File: config.mk
export PLATFORM = sky130hd
export DESIGN_NAME = flash_phrase_program_sequencer
export DESIGN_NICKNAME = d
export VERILOG_FILES = /design/src/rtl/fpps_pkg.sv /design/src/rtl/flash_phrase_program_sequencer.sv /design/src/rtl/fpps_front.sv /design/src/rtl/fpps_queue.sv /design/src/rtl/fpps_back.sv
export VERILOG_INCLUDE_DIRS = /design/src /design/src/rtl
export SDC_FILE = /design/constraint.sdc
export NUM_CORES = 1
export LEC_CHECK = 0
export ABC_AREA = 1
export BUFFER_PORTS_ARGS = -buffer_cell sky130_fd_sc_hd__buf_2
export CAP_MARGIN = 15
export CORE_ASPECT_RATIO = 0.7
export CORE_MARGIN = 4
export CORE_UTILIZATION = 30
export DETAILED_ROUTE_END_ITERATION = 10
export PLACE_DENSITY = 0.55
export SLEW_MARGIN = 40
export SYNTH_ARGS = -nofsm -noshare
export SYNTH_HDL_FRONTEND = slang
export SYNTH_HIERARCHICAL = 1
export SYNTH_SLANG_ARGS = --single-unit
export TNS_END_PERCENT = 1
File: constraint.sdc
create_clock -name clk -period 8.22 [get_ports clk]
set_clock_uncertainty 0.1 [all_clocks]
set_input_delay 1.644 -clock clk [delete_from_list [all_inputs] [get_ports clk]]
set_output_delay 1.644 -clock clk [all_outputs]
set_load 0.02 [all_outputs]
File: src/rtl/flash_phrase_program_sequencer_defines.svh
// Assertion macros for the flash phrase program sequencer RTL.
// Expects clk and rst_n in the scope of each use; no other dependencies.
`ifndef FLASH_PHRASE_PROGRAM_SEQUENCER_DEFINES_SVH
`define FLASH_PHRASE_PROGRAM_SEQUENCER_DEFINES_SVH

// Same-cycle implication, disabled while reset is asserted
`define FPPS_ASSERT_NOW(lbl, ante, cons, msg) \
    lbl: assert property (@(posedge clk) disable iff (!rst_n) (ante) |-> (cons)) \
        else $error(msg);

// Next-cycle implication, disabled while reset is asserted
`define FPPS_ASSERT_NEXT(lbl, ante, cons, msg) \
    lbl: assert property (@(posedge clk) disable iff (!rst_n) (ante) |=> (cons)) \
        else $error(msg);

`endif

File: src/rtl/fpps_pkg.sv
// Package for the flash phrase program sequencer: codes, constants, job type.
// No dependencies; imported by every module of the block.
`default_nettype none

package fpps_pkg;

    // Field widths
    localparam int ADDR_W = 24;
    localparam int WORD_W = 32;
    localparam int STEP_W = 4;

    // Default depth of the job queue between front and back
    localparam int QUEUE_DEPTH_DEFAULT = 4;

    // Flash register selects
    localparam logic [1:0] SEL_INDEX  = 2'd0;
    localparam logic [1:0] SEL_STATUS = 2'd1;
    localparam logic [1:0] SEL_HIGH   = 2'd2;
    localparam logic [1:0] SEL_LOW    = 2'd3;

    // Status bits and command bytes
    localparam int         ST_READY_BIT  = 7;
    localparam int         ST_ACCERR_BIT = 5;
    localparam int         ST_FPVIOL_BIT = 4;
    localparam logic [7:0] ST_LAUNCH     = 8'h80;
    localparam logic [7:0] ST_ERRORS     = 8'h30;
    localparam logic [7:0] CMD_PROGRAM   = 8'h06;
    localparam logic [7:0] IDX_ADDR_HI   = 8'd0;
    localparam logic [7:0] IDX_ADDR_LO   = 8'd1;
    localparam logic [7:0] IDX_WORD0     = 8'd2;
    localparam logic [7:0] IDX_WORD1     = 8'd4;
    localparam logic [ADDR_W-1:0] PHRASE_STEP = 24'd8;

    // Step positions inside a program run
    localparam logic [STEP_W-1:0] STEP_WORD_BASE   = 4'd6;
    localparam logic [STEP_W-1:0] STEP_WORD_END    = 4'd11;
    localparam logic [STEP_W-1:0] STEP_LAUNCH_READ = 4'd13;

    // Sequencer phase
    typedef enum logic [2:0] {
        PH_INIT   = 3'd0,
        PH_FIRST  = 3'd1,
        PH_SECOND = 3'd2,
        PH_POLL   = 3'd3,
        PH_DONE   = 3'd4
    } phase_t;

    // Kind of job handed from front to back
    typedef enum logic [1:0] {
        JOB_POLL  = 2'd0,
        JOB_CLEAR = 2'd1,
        JOB_DONE  = 2'd2,
        JOB_RUN   = 2'd3
    } job_kind_t;

    typedef struct packed {
        job_kind_t          kind;
        logic               has_addr;
        logic               launch;
        logic               fail;
        logic [ADDR_W-1:0]  addr;
        logic [WORD_W-1:0]  word;
    } job_t;

endpackage

`default_nettype wire

File: src/rtl/flash_phrase_program_sequencer.sv
// Flash phrase program sequencer: accepts data words and status bytes on a
// slave stream and issues flash bus accesses on a master stream.
// Channels: s_* carries input items (tuser = func: 0 data word, 1 status byte;
// tlast = last word of the block). m_* carries one bus access per item
// (tuser = read request, tlast = last access caused by that input item).
// cfg_wen/cfg_wdata write start_address; write it only while the block is idle.
// With the job queue empty, the first access of an input item appears
// the cycle after the item is accepted. The back end issues one access per
// cycle while m_tready is high, so an item causes 0 to 14 accesses: 14 for a
// launched first word with address, 12 without launch, 8 for a second word,
// 1 for a status poll, clear or completion.
// Inputs are taken back to back while the job queue (QUEUE_DEPTH jobs) has
// room; a stalled m_tready holds the current access and fills the queue, after
// which s_tready drops.
// Reset: the initial status read counts as already requested; the first item
// expected is a status byte. Queue and sequencer return to empty and initial.
// Depends on fpps_pkg, fpps_front, fpps_queue and fpps_back.
`default_nettype none

module flash_phrase_program_sequencer #(
    parameter int QUEUE_DEPTH = fpps_pkg::QUEUE_DEPTH_DEFAULT
) (
    input  wire logic                       clk,
    input  wire logic                       rst_n,
    input  wire logic                       cfg_wen,
    input  wire logic [fpps_pkg::ADDR_W-1:0] cfg_wdata,   // start_address
    input  wire logic                       s_tvalid,
    output logic                            s_tready,
    input  wire logic [39:0]                s_tdata,      // data_word[31:0],
                                                          // status_byte[39:32]
    input  wire logic                       s_tuser,      // func
    input  wire logic                       s_tlast,      // last_word
    output logic                            m_tvalid,
    input  wire logic                       m_tready,
    output logic [15:0]                     m_tdata,      // reg_select[1:0],
                                                          // write_byte[9:2],
                                                          // finished[10],
                                                          // failed[11], pad
    output logic                            m_tuser,      // is_read
    output logic                            m_tlast       // run_last
);
    import fpps_pkg::*;

    logic in_accept;
    logic push;
    logic full;
    logic pop;
    logic empty;
    job_t push_job;
    job_t head_job;

    assign s_tready  = !full;
    assign in_accept = s_tvalid && s_tready;

    // Classify incoming items
    fpps_front u_front (
        .clk         (clk),
        .rst_n       (rst_n),
        .cfg_wen     (cfg_wen),
        .cfg_wdata   (cfg_wdata),
        .in_accept   (in_accept),
        .func        (s_tuser),
        .data_word   (s_tdata[31:0]),
        .last_word   (s_tlast),
        .status_byte (s_tdata[39:32]),
        .push        (push),
        .push_job    (push_job)
    );

    // Buffer jobs between front and back
    fpps_queue #(
        .DEPTH (QUEUE_DEPTH)
    ) u_queue (
        .clk      (clk),
        .rst_n    (rst_n),
        .push     (push),
        .push_job (push_job),
        .full     (full),
        .pop      (pop),
        .head_job (head_job),
        .empty    (empty)
    );

    // Expand jobs into bus accesses
    fpps_back u_back (
        .clk      (clk),
        .rst_n    (rst_n),
        .head_job (head_job),
        .empty    (empty),
        .pop      (pop),
        .m_tvalid (m_tvalid),
        .m_tready (m_tready),
        .m_tdata  (m_tdata),
        .m_tuser  (m_tuser),
        .m_tlast  (m_tlast)
    );

endmodule

`default_nettype wire

File: src/rtl/fpps_front.sv
// Front end: accepts input items, tracks the sequencer phase and emits jobs.
// Depends on fpps_pkg.
`default_nettype none

module fpps_front (
    input  wire logic                       clk,
    input  wire logic                       rst_n,
    input  wire logic                       cfg_wen,
    input  wire logic [fpps_pkg::ADDR_W-1:0] cfg_wdata,
    input  wire logic                       in_accept,
    input  wire logic                       func,
    input  wire logic [fpps_pkg::WORD_W-1:0] data_word,
    input  wire logic                       last_word,
    input  wire logic [7:0]                 status_byte,
    output logic                            push,
    output fpps_pkg::job_t                  push_job
);
    import fpps_pkg::*;

    logic [ADDR_W-1:0] start_address_reg;
    phase_t            phase_reg, phase_next;
    logic [ADDR_W-1:0] phrase_address_reg, phrase_address_next;
    logic              block_ending_reg, block_ending_next;

    logic st_ready;
    logic st_error;

    assign st_ready = status_byte[ST_READY_BIT];
    assign st_error = status_byte[ST_ACCERR_BIT] | status_byte[ST_FPVIOL_BIT];

    // Hold the start address register
    always_ff @(posedge clk or negedge rst_n)
    begin
        if (!rst_n)
        begin
            start_address_reg <= '0;
        end
        else if (cfg_wen)
        begin
            start_address_reg <= cfg_wdata;
        end
    end

    // Advance phase and run state
    always_ff @(posedge clk or negedge rst_n)
    begin
        if (!rst_n)
        begin
            phase_reg          <= PH_INIT;
            phrase_address_reg <= '0;
            block_ending_reg   <= 1'b0;
        end
        else
        begin
            phase_reg          <= phase_next;
            phrase_address_reg <= phrase_address_next;
            block_ending_reg   <= block_ending_next;
        end
    end

    // Classify the accepted item and build its job
    always_comb
    begin
        phase_next          = phase_reg;
        phrase_address_next = phrase_address_reg;
        block_ending_next   = block_ending_reg;
        push                = 1'b0;
        push_job.kind       = JOB_POLL;
        push_job.has_addr   = 1'b0;
        push_job.launch     = 1'b0;
        push_job.fail       = 1'b0;
        push_job.addr       = phrase_address_reg;
        push_job.word       = data_word;
        if (in_accept)
        begin
            case (phase_reg)
                PH_INIT:
                begin
                    if (func)
                    begin
                        if (!st_ready)
                        begin
                            push = 1'b1;
                        end
                        else
                        begin
                            push                = st_error;
                            push_job.kind       = JOB_CLEAR;
                            phrase_address_next = start_address_reg;
                            block_ending_next   = 1'b0;
                            phase_next          = PH_FIRST;
                        end
                    end
                end
                PH_FIRST:
                begin
                    if (!func)
                    begin
                        push              = 1'b1;
                        push_job.kind     = JOB_RUN;
                        push_job.has_addr = 1'b1;
                        push_job.launch   = last_word;
                        if (last_word)
                        begin
                            phrase_address_next = phrase_address_reg + PHRASE_STEP;
                            block_ending_next   = 1'b1;
                            phase_next          = PH_POLL;
                        end
                        else
                        begin
                            phase_next = PH_SECOND;
                        end
                    end
                end
                PH_SECOND:
                begin
                    if (!func)
                    begin
                        push                = 1'b1;
                        push_job.kind       = JOB_RUN;
                        push_job.launch     = 1'b1;
                        phrase_address_next = phrase_address_reg + PHRASE_STEP;
                        block_ending_next   = last_word;
                        phase_next          = PH_POLL;
                    end
                end
                PH_POLL:
                begin
                    if (func)
                    begin
                        if (!st_ready)
                        begin
                            push = 1'b1;
                        end
                        else if (st_error || block_ending_reg)
                        begin
                            push          = 1'b1;
                            push_job.kind = JOB_DONE;
                            push_job.fail = st_error;
                            phase_next    = PH_DONE;
                        end
                        else
                        begin
                            phase_next = PH_FIRST;
                        end
                    end
                end
                default:
                begin
                    phase_next = phase_reg;
                end
            endcase
        end
    end

endmodule

`default_nettype wire

File: src/rtl/fpps_queue.sv
// Job queue between the front and back ends of the sequencer.
// Depends on fpps_pkg for the job type.
`default_nettype none

module fpps_queue #(
    parameter int DEPTH = fpps_pkg::QUEUE_DEPTH_DEFAULT
) (
    input  wire logic           clk,
    input  wire logic           rst_n,
    input  wire logic           push,
    input  wire fpps_pkg::job_t push_job,
    output logic                full,
    input  wire logic           pop,
    output fpps_pkg::job_t      head_job,
    output logic                empty
);
    import fpps_pkg::*;

    localparam int PTR_W = (DEPTH > 1) ? $clog2(DEPTH) : 1;
    localparam int CNT_W = $clog2(DEPTH + 1);

    job_t             entry_reg [DEPTH];
    logic [PTR_W-1:0] wr_ptr_reg, wr_ptr_next;
    logic [PTR_W-1:0] rd_ptr_reg, rd_ptr_next;
    logic [CNT_W-1:0] count_reg, count_next;

    assign full     = (count_reg == CNT_W'(DEPTH));
    assign empty    = (count_reg == '0);
    assign head_job = entry_reg[rd_ptr_reg];

    // Wrap pointers and track fill level
    always_comb
    begin
        wr_ptr_next = wr_ptr_reg;
        rd_ptr_next = rd_ptr_reg;
        count_next  = count_reg;
        if (push)
        begin
            wr_ptr_next = (wr_ptr_reg == PTR_W'(DEPTH - 1)) ? '0 : wr_ptr_reg + 1'b1;
        end
        if (pop)
        begin
            rd_ptr_next = (rd_ptr_reg == PTR_W'(DEPTH - 1)) ? '0 : rd_ptr_reg + 1'b1;
        end
        if (push && !pop)
        begin
            count_next = count_reg + 1'b1;
        end
        else if (pop && !push)
        begin
            count_next = count_reg - 1'b1;
        end
    end

    always_ff @(posedge clk or negedge rst_n)
    begin
        if (!rst_n)
        begin
            wr_ptr_reg <= '0;
            rd_ptr_reg <= '0;
            count_reg  <= '0;
        end
        else
        begin
            wr_ptr_reg <= wr_ptr_next;
            rd_ptr_reg <= rd_ptr_next;
            count_reg  <= count_next;
        end
    end

    // Store pushed jobs
    always_ff @(posedge clk)
    begin
        if (push)
        begin
            entry_reg[wr_ptr_reg] <= push_job;
        end
    end

endmodule

`default_nettype wire

File: src/rtl/fpps_back.sv
// Back end: expands the job at the queue head into its bus accesses.
// Depends on fpps_pkg and the assertion macros header.
`default_nettype none

`include "flash_phrase_program_sequencer_defines.svh"

module fpps_back (
    input  wire logic           clk,
    input  wire logic           rst_n,
    input  wire fpps_pkg::job_t head_job,
    input  wire logic           empty,
    output logic                pop,
    output logic                m_tvalid,
    input  wire logic           m_tready,
    output logic [15:0]         m_tdata,   // reg_select[1:0], write_byte[9:2],
                                           // finished[10], failed[11], zero pad
    output logic                m_tuser,   // is_read
    output logic                m_tlast    // run_last
);
    import fpps_pkg::*;

    logic [STEP_W-1:0] step_reg, step_next;
    logic [STEP_W-1:0] run_step;
    logic [7:0]        word_idx;
    logic [1:0]        reg_select;
    logic [7:0]        write_byte;
    logic              finished;
    logic              failed;
    logic              is_read;
    logic              run_last;
    logic              out_accept;

    assign m_tvalid   = !empty;
    assign out_accept = m_tvalid && m_tready;
    assign pop        = out_accept && run_last;
    assign run_step   = head_job.has_addr ? step_reg : step_reg + STEP_WORD_BASE;
    assign word_idx   = head_job.has_addr ? IDX_WORD0 : IDX_WORD1;

    // Select the access for the current step
    always_comb
    begin
        is_read    = 1'b0;
        reg_select = SEL_STATUS;
        write_byte = 8'h00;
        finished   = 1'b0;
        failed     = 1'b0;
        run_last   = 1'b1;
        case (head_job.kind)
            JOB_POLL:
            begin
                is_read = 1'b1;
            end
            JOB_CLEAR:
            begin
                write_byte = ST_ERRORS;
            end
            JOB_DONE:
            begin
                finished = 1'b1;
                failed   = head_job.fail;
            end
            JOB_RUN:
            begin
                run_last = (run_step == (head_job.launch ? STEP_LAUNCH_READ : STEP_WORD_END));
                case (run_step)
                    4'd0:
                    begin
                        reg_select = SEL_INDEX;
                        write_byte = IDX_ADDR_HI;
                    end
                    4'd1:
                    begin
                        reg_select = SEL_HIGH;
                        write_byte = CMD_PROGRAM;
                    end
                    4'd2:
                    begin
                        reg_select = SEL_LOW;
                        write_byte = head_job.addr[23:16];
                    end
                    4'd3:
                    begin
                        reg_select = SEL_INDEX;
                        write_byte = IDX_ADDR_LO;
                    end
                    4'd4:
                    begin
                        reg_select = SEL_HIGH;
                        write_byte = head_job.addr[15:8];
                    end
                    4'd5:
                    begin
                        reg_select = SEL_LOW;
                        write_byte = head_job.addr[7:0];
                    end
                    4'd6:
                    begin
                        reg_select = SEL_INDEX;
                        write_byte = word_idx;
                    end
                    4'd7:
                    begin
                        reg_select = SEL_HIGH;
                        write_byte = head_job.word[15:8];
                    end
                    4'd8:
                    begin
                        reg_select = SEL_LOW;
                        write_byte = head_job.word[7:0];
                    end
                    4'd9:
                    begin
                        reg_select = SEL_INDEX;
                        write_byte = word_idx + 8'd1;
                    end
                    4'd10:
                    begin
                        reg_select = SEL_HIGH;
                        write_byte = head_job.word[31:24];
                    end
                    4'd11:
                    begin
                        reg_select = SEL_LOW;
                        write_byte = head_job.word[23:16];
                    end
                    4'd12:
                    begin
                        write_byte = ST_LAUNCH;
                    end
                    default:
                    begin
                        is_read = 1'b1;
                    end
                endcase
            end
            default:
            begin
                run_last = 1'b1;
            end
        endcase
    end

    // Advance within the job, restart on its last access
    always_comb
    begin
        step_next = step_reg;
        if (out_accept)
        begin
            step_next = run_last ? '0 : step_reg + 1'b1;
        end
    end

    always_ff @(posedge clk or negedge rst_n)
    begin
        if (!rst_n)
        begin
            step_reg <= '0;
        end
        else
        begin
            step_reg <= step_next;
        end
    end

    assign m_tdata = {4'b0000, failed, finished, write_byte, reg_select};
    assign m_tuser = is_read;
    assign m_tlast = run_last;

    `FPPS_ASSERT_NEXT(a_run_continues, out_accept && !m_tlast,
        m_tvalid && step_reg == $past(step_reg) + 1'b1, "run interrupted mid-job")
    `FPPS_ASSERT_NOW(a_finish_is_last, m_tvalid && m_tdata[10], m_tlast,
        "completion access not last of its job")
    `FPPS_ASSERT_NOW(a_read_is_last, m_tvalid && m_tuser, m_tlast,
        "status read not last of its job")

endmodule

`default_nettype wire

==> results of run 1 <==
==> critical path: stages (launching register included) <==
cell and delay [ns]:
dfrtp_1 0.48, inv_12 0.50, nand2_1 0.13, o211ai_2 0.09, nand2_1 0.36, nand2_1 0.21
nand2_2 0.10, nor2_1 0.50, nand2_1 0.19, nor2_1 0.15, nor2_1 0.07, a21oi_1 0.32
buf_2 0.24
==> kinds of logic (layout without fill, tap and decap cells) <==
logic type	after synthesis	in the layout	synth area share
and+or+nand+nor	600	600	0.173
buffers and inverters	308	351	0.0999
DFF	307	307	0.593
AOI/OAI and AO/OA	191	191	0.110
adders and majority gates	15	15	0.0130
muxes	12	12	0.00900
xor gates and xnor gates	4	4	0.00233
other	1	4	0.000250
==> final cells by class <==
cell class              count  area (sq um)  share of cell area
multi-input cells         826          4620               0.279
flip-flops and latches    307          8910               0.539
repair buffers             89           488              0.0295
well taps                 665           832              0.0503
clock inverters            16           113             0.00681
clock buffers              35           768              0.0464
inverters                 211           810              0.0489
==> worst paths after layout <==
path | start | endpoint
setup / recovery | u_queue/rd_ptr_reg[0] | m_tdata[8]
hold / removal | u_queue/count_reg[2] | u_queue/count_reg[2]
setup reg to reg | u_front/phase_reg[2] | u_queue/entry_reg[1][52]
hold reg to reg | u_queue/count_reg[2] | u_queue/count_reg[2]
max in group asynchronous | rst_n | u_queue/rd_ptr_reg[1]
min in group asynchronous | rst_n | u_queue/count_reg[2]
==> power by group through the flow <==
stage	Sequential, uW	Combinational (uW)	Clock (uW)
floorplan	1710	38.2	0
global placement	1720	54.8	0
detailed placement	1720	56.5	0
CTS	1680	56.7	1320
global route	1680	63.9	1390
finish	1680	55.5	1280
==> metrics by stage <==
step / power (uW) / setup WS (ns) / util / instances
6_report: 3020 / 2.52 / 0.335 / 2149
5_1_grt: 3140 / 2.15 / 0.335 / 2149
4_1_cts: 3060 / 2.47 / 0.335 / 2149
3_5_place_dp: 1770 / 3.10 / 0.317 / 2098
3_3_place_gp: 1770 / 2.99 / 0.317 / 2098
2_1_floorplan: 1750 / 4.07 / - / 1441
==> layout by cell type (no fill, tap or decap), types with 3 or more instances in the layout <==
cell type	n
nand2_1	392
edfxtp_1	244
inv_1	198
buf_2	81
nand3_1	76
nor2_1	70
o211ai_2	70
dfrtp_1	62
o211ai_1	53
o21ai_0	38
clkbuf_16	29
ha_1	14
o21ai_1	14
nand4_1	13
a21oi_1	12
mux2_2	12
nor2_2	11
inv_2	10
nor2_4	9
nand2_2	8
clkinv_2	7
buf_6	6
nor3_1	5
clkbuf_1	4
clkinv_1	4
nand2_4	4
conb_1	4
nand3b_1	4
nand3_2	3
==> routing by layer <==
metal | track usage | vias up | part of all wire | wire (um)
li1 | - | 4818 | - | -
met5 | 0 | - | 0 | 0
met2 | 0.186 | 204 | 0.43 | 14400
met1 | 0.190 | 4609 | 0.51 | 17000
met4 | 0.0224 | 0 | 0.017 | 570
met3 | 0.0205 | 38 | 0.048 | 1610
==> impl_metrics.tcl, run 1 <==
set metrics [dict create \
    post_cts_buffers 0 \
    tns_ns 0 \
    ant_nets 0 \
    min_period_over_period 0.693 \
    rsz0062_at_grt "no" \
    first_iter_violations 775 \
    required_ns 6.48 \
    antenna_found_initial 0 \
    antenna_cells 0 \
    synthArstFlopShare 0.205 \
    grt-ovfl-total 0 \
    worstSetupEndpointType "output pin" \
    p_int_uw 2400 \
    synth_cell_types 38 \
    synth_commonest_cells "392 x nand2_1, 244 x edfxtp_1, 202 x inv_1" \
    die-area_sq_um 53700 \
    hold_depth 2 \
    avgSynthCellArea_sq_um 10.4 \
    r2r_slack_ns 4.22 \
    netlist_top_cells_area "edfxtp_1 49%, dfrtp_1 11%, nand2_1 9.8%" \
    cts_resized 0 \
    vdd_drop_max_mv 0.143 \
    die_x_um 275 \
    drtPass1Iterations 5 \
    grt_start_max_net_pins 155 \
    ios 91 \
    finalNetCount 1550 \
    synth_warnings 6 \
    largest_reg_flops 244 \
    grt_pass1_wl_um 52800 \
    sw_frac_of_total 0.207 \
    synth_cells 1438 \
    clk_path_buf_depth 3 \
    h-tree-depth 1 \
    hold_viol 0 \
    wl_per_cell_um 15.6 \
    worstSetupStartpointType "flip-flop" \
    cts_sinks 307 \
    synth-seq-cells 307 \
    synth_top_area_frac 0.488 \
    grtUsageTotal 0.124 \
    cp_max_fo 154 \
    hold_buffers 0 \
    timing.fmax_mhz 175 \
    coreArea_sq_um 49300 \
    yosysSeqAreaShare 0.593 \
    p_leak_uw 0.00659 \
    clkTransAtPathRegs_ns 0.06 \
    whs_ns 0.412 \
    synth-edff-count 244 \
    drv_cap 0 \
    power_frac_clock 0.424 \
    cts_made_buffers 29 \
    grt_pass1_vias 9205 \
    crit_type "reg -> out" \
    status "completed" \
    finalSetupViolCount 0 \
    p_switching_uw 624 \
    root_buffer "clkbuf_16" \
    maxSlewViolCount 0 \
    postPlaceCellArea_sq_um 15700 \
    vias 9669 \
    fillers 4974 \
    crit_arrival_ns 3.95 \
    start_util 0.304 \
    slew_headroom 0.447 \
    gp_congestion 0.827 \
    dp_hpwl_um 21500 \
    hp-class "reg -> reg" \
    powerDensity_nw_per_um2 183 \
    reg2reg_depth 8 \
    rows 68 \
    cts_tree "yes" \
    tightest_slew_ns 0.829 \
    yosysTopAreaCell "edfxtp_1" \
    die_h_um 195 \
    syn_to_final_growth_pct 10.2 \
    finalWirelength_um 33600 \
    synth_ff_type "edfxtp_1" \
    synth_most_common_cell "nand2_1" \
    drc 0 \
    io_buffers 81 \
    min_period_ns 5.70 \
    avgViaCountPerCell 4.50 \
    netlist_area_sq_um 15000 \
    power_frac_seq 0.558 \
    clk_latency_ns 0.57 \
    drive_above_1_share 0.181 \
    p_comb_frac 0.018 \
    design_area_sq_um 16500 \
]
Power figures use the tool's default switching activity.
==> run 2: changes to the inputs <==
Settings changed: ABC_AREA 1 to 0.
Clock period 8.22 ns to 5.85 ns, I/O delays scaled along.
==> run 2 against run 1 <==
Non-clock buffer count rose by 8. First-iteration DRC count increased by 1.4%. Sequential share of layout area grew 3.5 points. Die area shrank 6.9%. Total power increased to 2.5 times the previous value.
==> impl_metrics.tcl, run 2 <==
set metrics [dict create \
    p_leak_uw 0.00526 \
    grtUsageTotal 0.123 \
    drv_cap 0 \
    grt_pass1_wl_um 48000 \
    hp-class "reg -> reg" \
    die-area_sq_um 50100 \
    tightest_slew_ns 0.755 \
    avgSynthCellArea_sq_um 15.9 \
    coreArea_sq_um 45500 \
    r2r_end "u_queue/count_reg[1]" \
    grt_pass1_vias 7586 \
    maxSlewViolCount 0 \
    clk_latency_ns 0.58 \
    hold_viol 0 \
    powerDensity_nw_per_um2 493 \
    yosysTopAreaCell "edfxtp_1" \
    crit_slowest_cell "mux4_2" \
    root_buffer "clkbuf_16" \
    die_x_um 266 \
    synth_warnings 6 \
    synth_ff_type "edfxtp_1" \
    grt_start_max_net_pins 64 \
    slew_headroom 0.496 \
    finalWirelength_um 31400 \
    vdd_drop_max_mv 0.199 \
    crit_top_cell "a311oi_1" \
    syn_to_final_growth_pct 11.3 \
    cts_sinks 307 \
    cp_cell_sequence "mux4_2, xor2_1, mux2_2, a32o_1, a311oi_1, a311oi_1, buf_2" \
    r2r_slack_ns 1.76 \
    setup_ws_ns 0.684 \
    synth_cells 878 \
    antenna_found_initial 1 \
    crit_cells 7 \
    antenna_cells 0 \
    min_period_over_period 0.883 \
    synth-seq-cells 307 \
    clk_path_buf_depth 3 \
    min_period_ns 5.17 \
    io_buffers 81 \
    synthArstFlopShare 0.205 \
    largest_reg_flops 244 \
    vias 7725 \
    cp_max_fo 26 \
    rows 65 \
    critPathLaunch "u_queue/rd_ptr_reg[0]" \
    mostFrequentLayoutCell "edfxtp_1" \
    crit_family "multiplexers" \
    crit_arrival_ns 3.90 \
    required_ns 4.58 \
    cts_tree "yes" \
    synth_cell_types 94 \
    tns_ns 0 \
    avgViaCountPerCell 4.99 \
    dp_hpwl_um 20800 \
    first_iter_violations 786 \
    worstSetupEndpoint "m_tdata[5]" \
    post_cts_buffers 0 \
    wl_per_cell_um 20.3 \
    hold_buffers 0 \
    grt-ovfl-total 0 \
    worstSetupStartpointType "flip-flop" \
    worstSetupEndpointType "output pin" \
    synth_top_area_frac 0.525 \
    crit_type "reg -> out" \
    synth_most_common_cell "edfxtp_1" \
    rsz0062_at_grt "no" \
    place_ws_ns 1.26 \
    finalSetupViolCount 0 \
    h-tree-depth 1 \
    netlist_top_cells_area "edfxtp_1 53%, dfrtp_1 11%, mux4_2 9.4%" \
    synth_commonest_cells "244 x edfxtp_1, 63 x dfrtp_1, 58 x mux4_2" \
    reg2reg_from "u_queue/rd_ptr_reg[0]" \
    start_util 0.307 \
    drive_above_1_share 0.285 \
    ios 91 \
    gp_congestion 0.854 \
    layout_common_cells "244 x edfxtp_1, 81 x buf_2, 61 x dfrtp_1" \
    die_h_um 188 \
    synth-edff-count 244 \
    cts_resized 0 \
    finalNetCount 1007 \
    max_stage_delay_ns 0.82 \
    reg2reg_depth 11 \
    drc 0 \
    cts_made_buffers 30 \
    status "completed" \
    ant_nets 0 \
    timing.fmax_mhz 194 \
    drtPass1Iterations 5 \
    netlist_area_sq_um 13900 \
    critPathBufInv 1 \
    yosysSeqAreaShare 0.638 \
    clkTransAtPathRegs_ns 0.06 \
]
-- run 2: cell count changes after synthesis, moves of 20 or more --
cell,delta
a21oi_1,+25
inv_1,-184
mux2_2,+20
mux4_2,+58
nand2_1,-344
nand3_1,-52
nor2_1,-44
o211ai_1,-50
o211ai_2,-70
-- run 2: layout make-up --
class	instances	area [sq um]
Fill cell	4365	29900
Multi-Input combinational cell	466	4290
Timing Repair Buffer	97	549
Tap cell	603	754
Inverter	19	71.3
Clock buffer	42	826
Sequential cell	307	8910
Clock inverter	14	125
-- run 2: worst min path at each step --
| stage | from | end | slack [ns] | depth (start not counted) |
|---|---|---|---|---|
| final | u_queue/count_reg[2] | u_queue/count_reg[2] | 0.41 | 1 |
| after global routing | u_queue/count_reg[2] | u_queue/count_reg[2] | 0.43 | 1 |
| after CTS | u_queue/count_reg[2] | u_queue/count_reg[2] | 0.40 | 1 |
| after detailed placement | u_queue/count_reg[2] | u_queue/count_reg[2] | 0.39 | 1 |
| after global placement | u_queue/count_reg[2] | u_queue/count_reg[2] | 0.38 | 1 |
| after floorplan | u_queue/count_reg[2] | u_queue/count_reg[2] | 0.36 | 1 |
-- run 2: cells by family (layout without fill, tap and decap cells) --
family | count (synthesis) | count (layout) | share of synthesized area
multiplexers | 100 | 100 | 0.130
adder cells (fa/ha/maj) | 16 | 16 | 0.0147
other | 1 | 4 | 0.000269
AO/OA/AOI/OAI | 159 | 159 | 0.0840
XOR/XNOR | 9 | 9 | 0.00619
flip-flops | 307 | 307 | 0.638
AND/OR/NAND/NOR | 178 | 178 | 0.0705
buffers and inverters | 108 | 172 | 0.0558
-- run 2: where the power goes --
group,total (uW),leakage [uW],internal (uW),switching (uW)
logic,2710,0.00186,1100,1610
clock network,1840,0.000452,1030,811
registers,3100,0.00295,2750,345
-- run 2: routing by layer --
layer  track usage  part of all wire
met4        0.0222             0.019
met2         0.181              0.43
met5             0                 0
met3        0.0252             0.061
met1         0.190              0.49
-- run 2: worst reg2reg max path, stage by stage (launching register included) --
cell,delay (ns)
dfrtp_4,0.62
mux4_2,0.82
xor2_1,0.68
nand2_1,0.14
o22ai_2,0.22
a21boi_2,0.11
nor2_1,0.28
inv_1,0.08
ha_1,0.21
inv_1,0.08
fa_1,0.38
mux2_2,0.26
-- run 2: stage by stage --
stage / util / cell area [sq um] / total power, uW / cells / hold WS [ns]
floorplan: - / 14000 / 5180 / 881 / 0.356
global placement: 0.320 / 14600 / 5820 / 1492 / 0.381
detailed placement: 0.320 / 14600 / 5860 / 1492 / 0.389
CTS: 0.341 / 15500 / 7730 / 1548 / 0.402
global route: 0.341 / 15500 / 8090 / 1548 / 0.428
finish: 0.341 / 15500 / 7650 / 1548 / 0.407
==> run 3: changes to the inputs <==
Settings changed: PLACE_DENSITY 0.55 to 0.54.
==> run 3 against run 2 <==
Sequential power increased by 1%. Worst setup slack lost 0.043 ns. Core utilization decreased by 0.058 points. Clock power about the same. Register-to-register slack got worse by 0.10 ns. Critical path depth unchanged. First-iteration DRC count down 17%. Non-clock buffer count unchanged. Combinational power about the same. Final cell count unchanged.
==> impl_metrics.tcl, run 3 (synthesized netlist as in run 2, its figures left out) <==
set metrics [dict create \
    timing.fmax_mhz 192 \
    dp_hpwl_um 21100 \
    crit_arrival_ns 3.94 \
    antenna_found_initial 0 \
    required_ns 4.58 \
    powerDensity_nw_per_um2 493 \
    clk_latency_ns 0.59 \
    tns_ns 0 \
    post_cts_buffers 0 \
    hold_depth 1 \
    r2r_slack_ns 1.66 \
    gp_congestion 0.871 \
    seq_area_sq_um 8910 \
    cts_sinks 307 \
    drtPass1Iterations 5 \
    avgViaCountPerCell 5.03 \
    die_h_um 188 \
    dp_cells 1492 \
    stdcell_count 1548 \
    drc 0 \
    vdd_drop_max_mv 0.188 \
    syn_to_final_growth_pct 11.1 \
    crit_slowest_cell "mux4_2" \
    antenna_cells 0 \
    crit_top_cell "a311oi_1" \
    grt_pass1_wl_um 49000 \
    finalNetCount 1007 \
    start_util 0.307 \
    die-area_sq_um 50100 \
    clk_path_buf_depth 3 \
    clkTransAtPathRegs_ns 0.06 \
    finalWirelength_um 31800 \
    max_stage_delay_ns 0.84 \
    h-tree-depth 1 \
    cp_max_fo 28 \
    p_leak_uw 0.00525 \
    grtUsageTotal 0.126 \
    status "completed" \
    multi_input_comb_area_sq_um 4290 \
    hold_viol 0 \
    min_from "u_queue/count_reg[2]" \
    r2r_end "u_queue/count_reg[1]" \
    worstSetupStartpointType "flip-flop" \
    hp-class "reg -> reg" \
    cp_cell_sequence "mux4_2, nand2b_1, o22ai_2, a32o_1, a311oi_1, a311oi_1, buf_2" \
    hold_buffers 0 \
    mostFrequentLayoutCell "edfxtp_1" \
    min_to "u_queue/count_reg[2]" \
    cts_tree "yes" \
    grt_pass1_vias 7818 \
    min_period_ns 5.21 \
    finalSetupViolCount 0 \
    finalPower_uw 7630 \
    tightest_slew_ns 0.821 \
    wl_per_cell_um 20.5 \
    drv_cap 0 \
    drive_above_1_share 0.285 \
    maxSlewViolCount 0 \
    ios 91 \
    reg2reg_depth 11 \
    worstSetupEndpointType "output pin" \
    reg2reg_from "u_queue/rd_ptr_reg[0]" \
    root_buffer "clkbuf_16" \
    vias 7780 \
    grt_start_max_net_pins 64 \
    min_period_over_period 0.890 \
    cts_resized 0 \
    io_buffers 81 \
    slew_headroom 0.452 \
    rows 65 \
    coreArea_sq_um 45500 \
    ant_nets 0 \
    fillers 4381 \
    layout_common_cells "244 x edfxtp_1, 81 x buf_2, 61 x dfrtp_1" \
    rsz0062_at_grt "no" \
    largest_reg_flops 244 \
    crit_type "reg -> out" \
    first_iter_violations 656 \
    die_x_um 266 \
    grt-ovfl-total 0 \
    fin_util 0.341 \
    cts_made_buffers 30 \
]
run 3: area by class of cell:
| type | count | area share |
|---|---|---|
| Sequential cell | 307 | 0.575 |
| Multi-Input combinational cell | 466 | 0.277 |
| Clock buffer | 37 | 0.0508 |
| Tap cell | 603 | 0.0487 |
| Timing Repair Buffer | 97 | 0.0352 |
| Clock inverter | 19 | 0.00921 |
| Inverter | 19 | 0.00460 |
run 3: worst max-delay path: cells and delay by family, from the launching register on:
kind / cells / cell delay (ns)
compound gates: 4 / 1.14
buf+inv: 1 / 0.24
flops: 1 / 0.77
mux: 1 / 0.84
simple gates: 1 / 0.35
run 3: worst max-delay path by stage:
stage	start	to	slack (ns)	cells after the start
finish	u_queue/rd_ptr_reg[0]	m_tdata[5]	0.64	7
global route	u_queue/rd_ptr_reg[0]	m_tdata[5]	0.43	7
CTS	u_queue/rd_ptr_reg[0]	m_tdata[5]	0.59	7
detailed placement	u_queue/rd_ptr_reg[0]	m_tdata[5]	1.21	7
global placement	u_queue/rd_ptr_reg[0]	m_tdata[5]	1.24	7
floorplan	u_queue/rd_ptr_reg[0]	m_tdata[5]	1.81	9
run 3: metrics by stage:
step / worst slack, ns / instance area [sq um] / hold slack, ns
after floorplan: 1.81 / 14000 / 0.356
after global placement: 1.24 / 14600 / 0.377
after detailed placement: 1.21 / 14600 / 0.379
after CTS: 0.587 / 15500 / 0.392
after global routing: 0.429 / 15500 / 0.399
final: 0.641 / 15500 / 0.385
run 3: power by group:
| part | switching [uW] | internal [uW] | leakage, uW |
|---|---|---|---|
| Sequential | 388 | 2750 | 0.00295 |
| Clock | 813 | 1000 | 0.000442 |
| Combinational | 1580 | 1090 | 0.00186 |
| Total | 2780 | 4850 | 0.00525 |
run 3: routing by layer:
layer  global-route usage  vias to the layer above  wire length (um)
li1                     -                     3487                 -
met1                0.191                     3993             14900
met2                0.189                      255             14200
met3               0.0239                       45              2110
met4               0.0250                        0               576
met5                    0                        -                 0
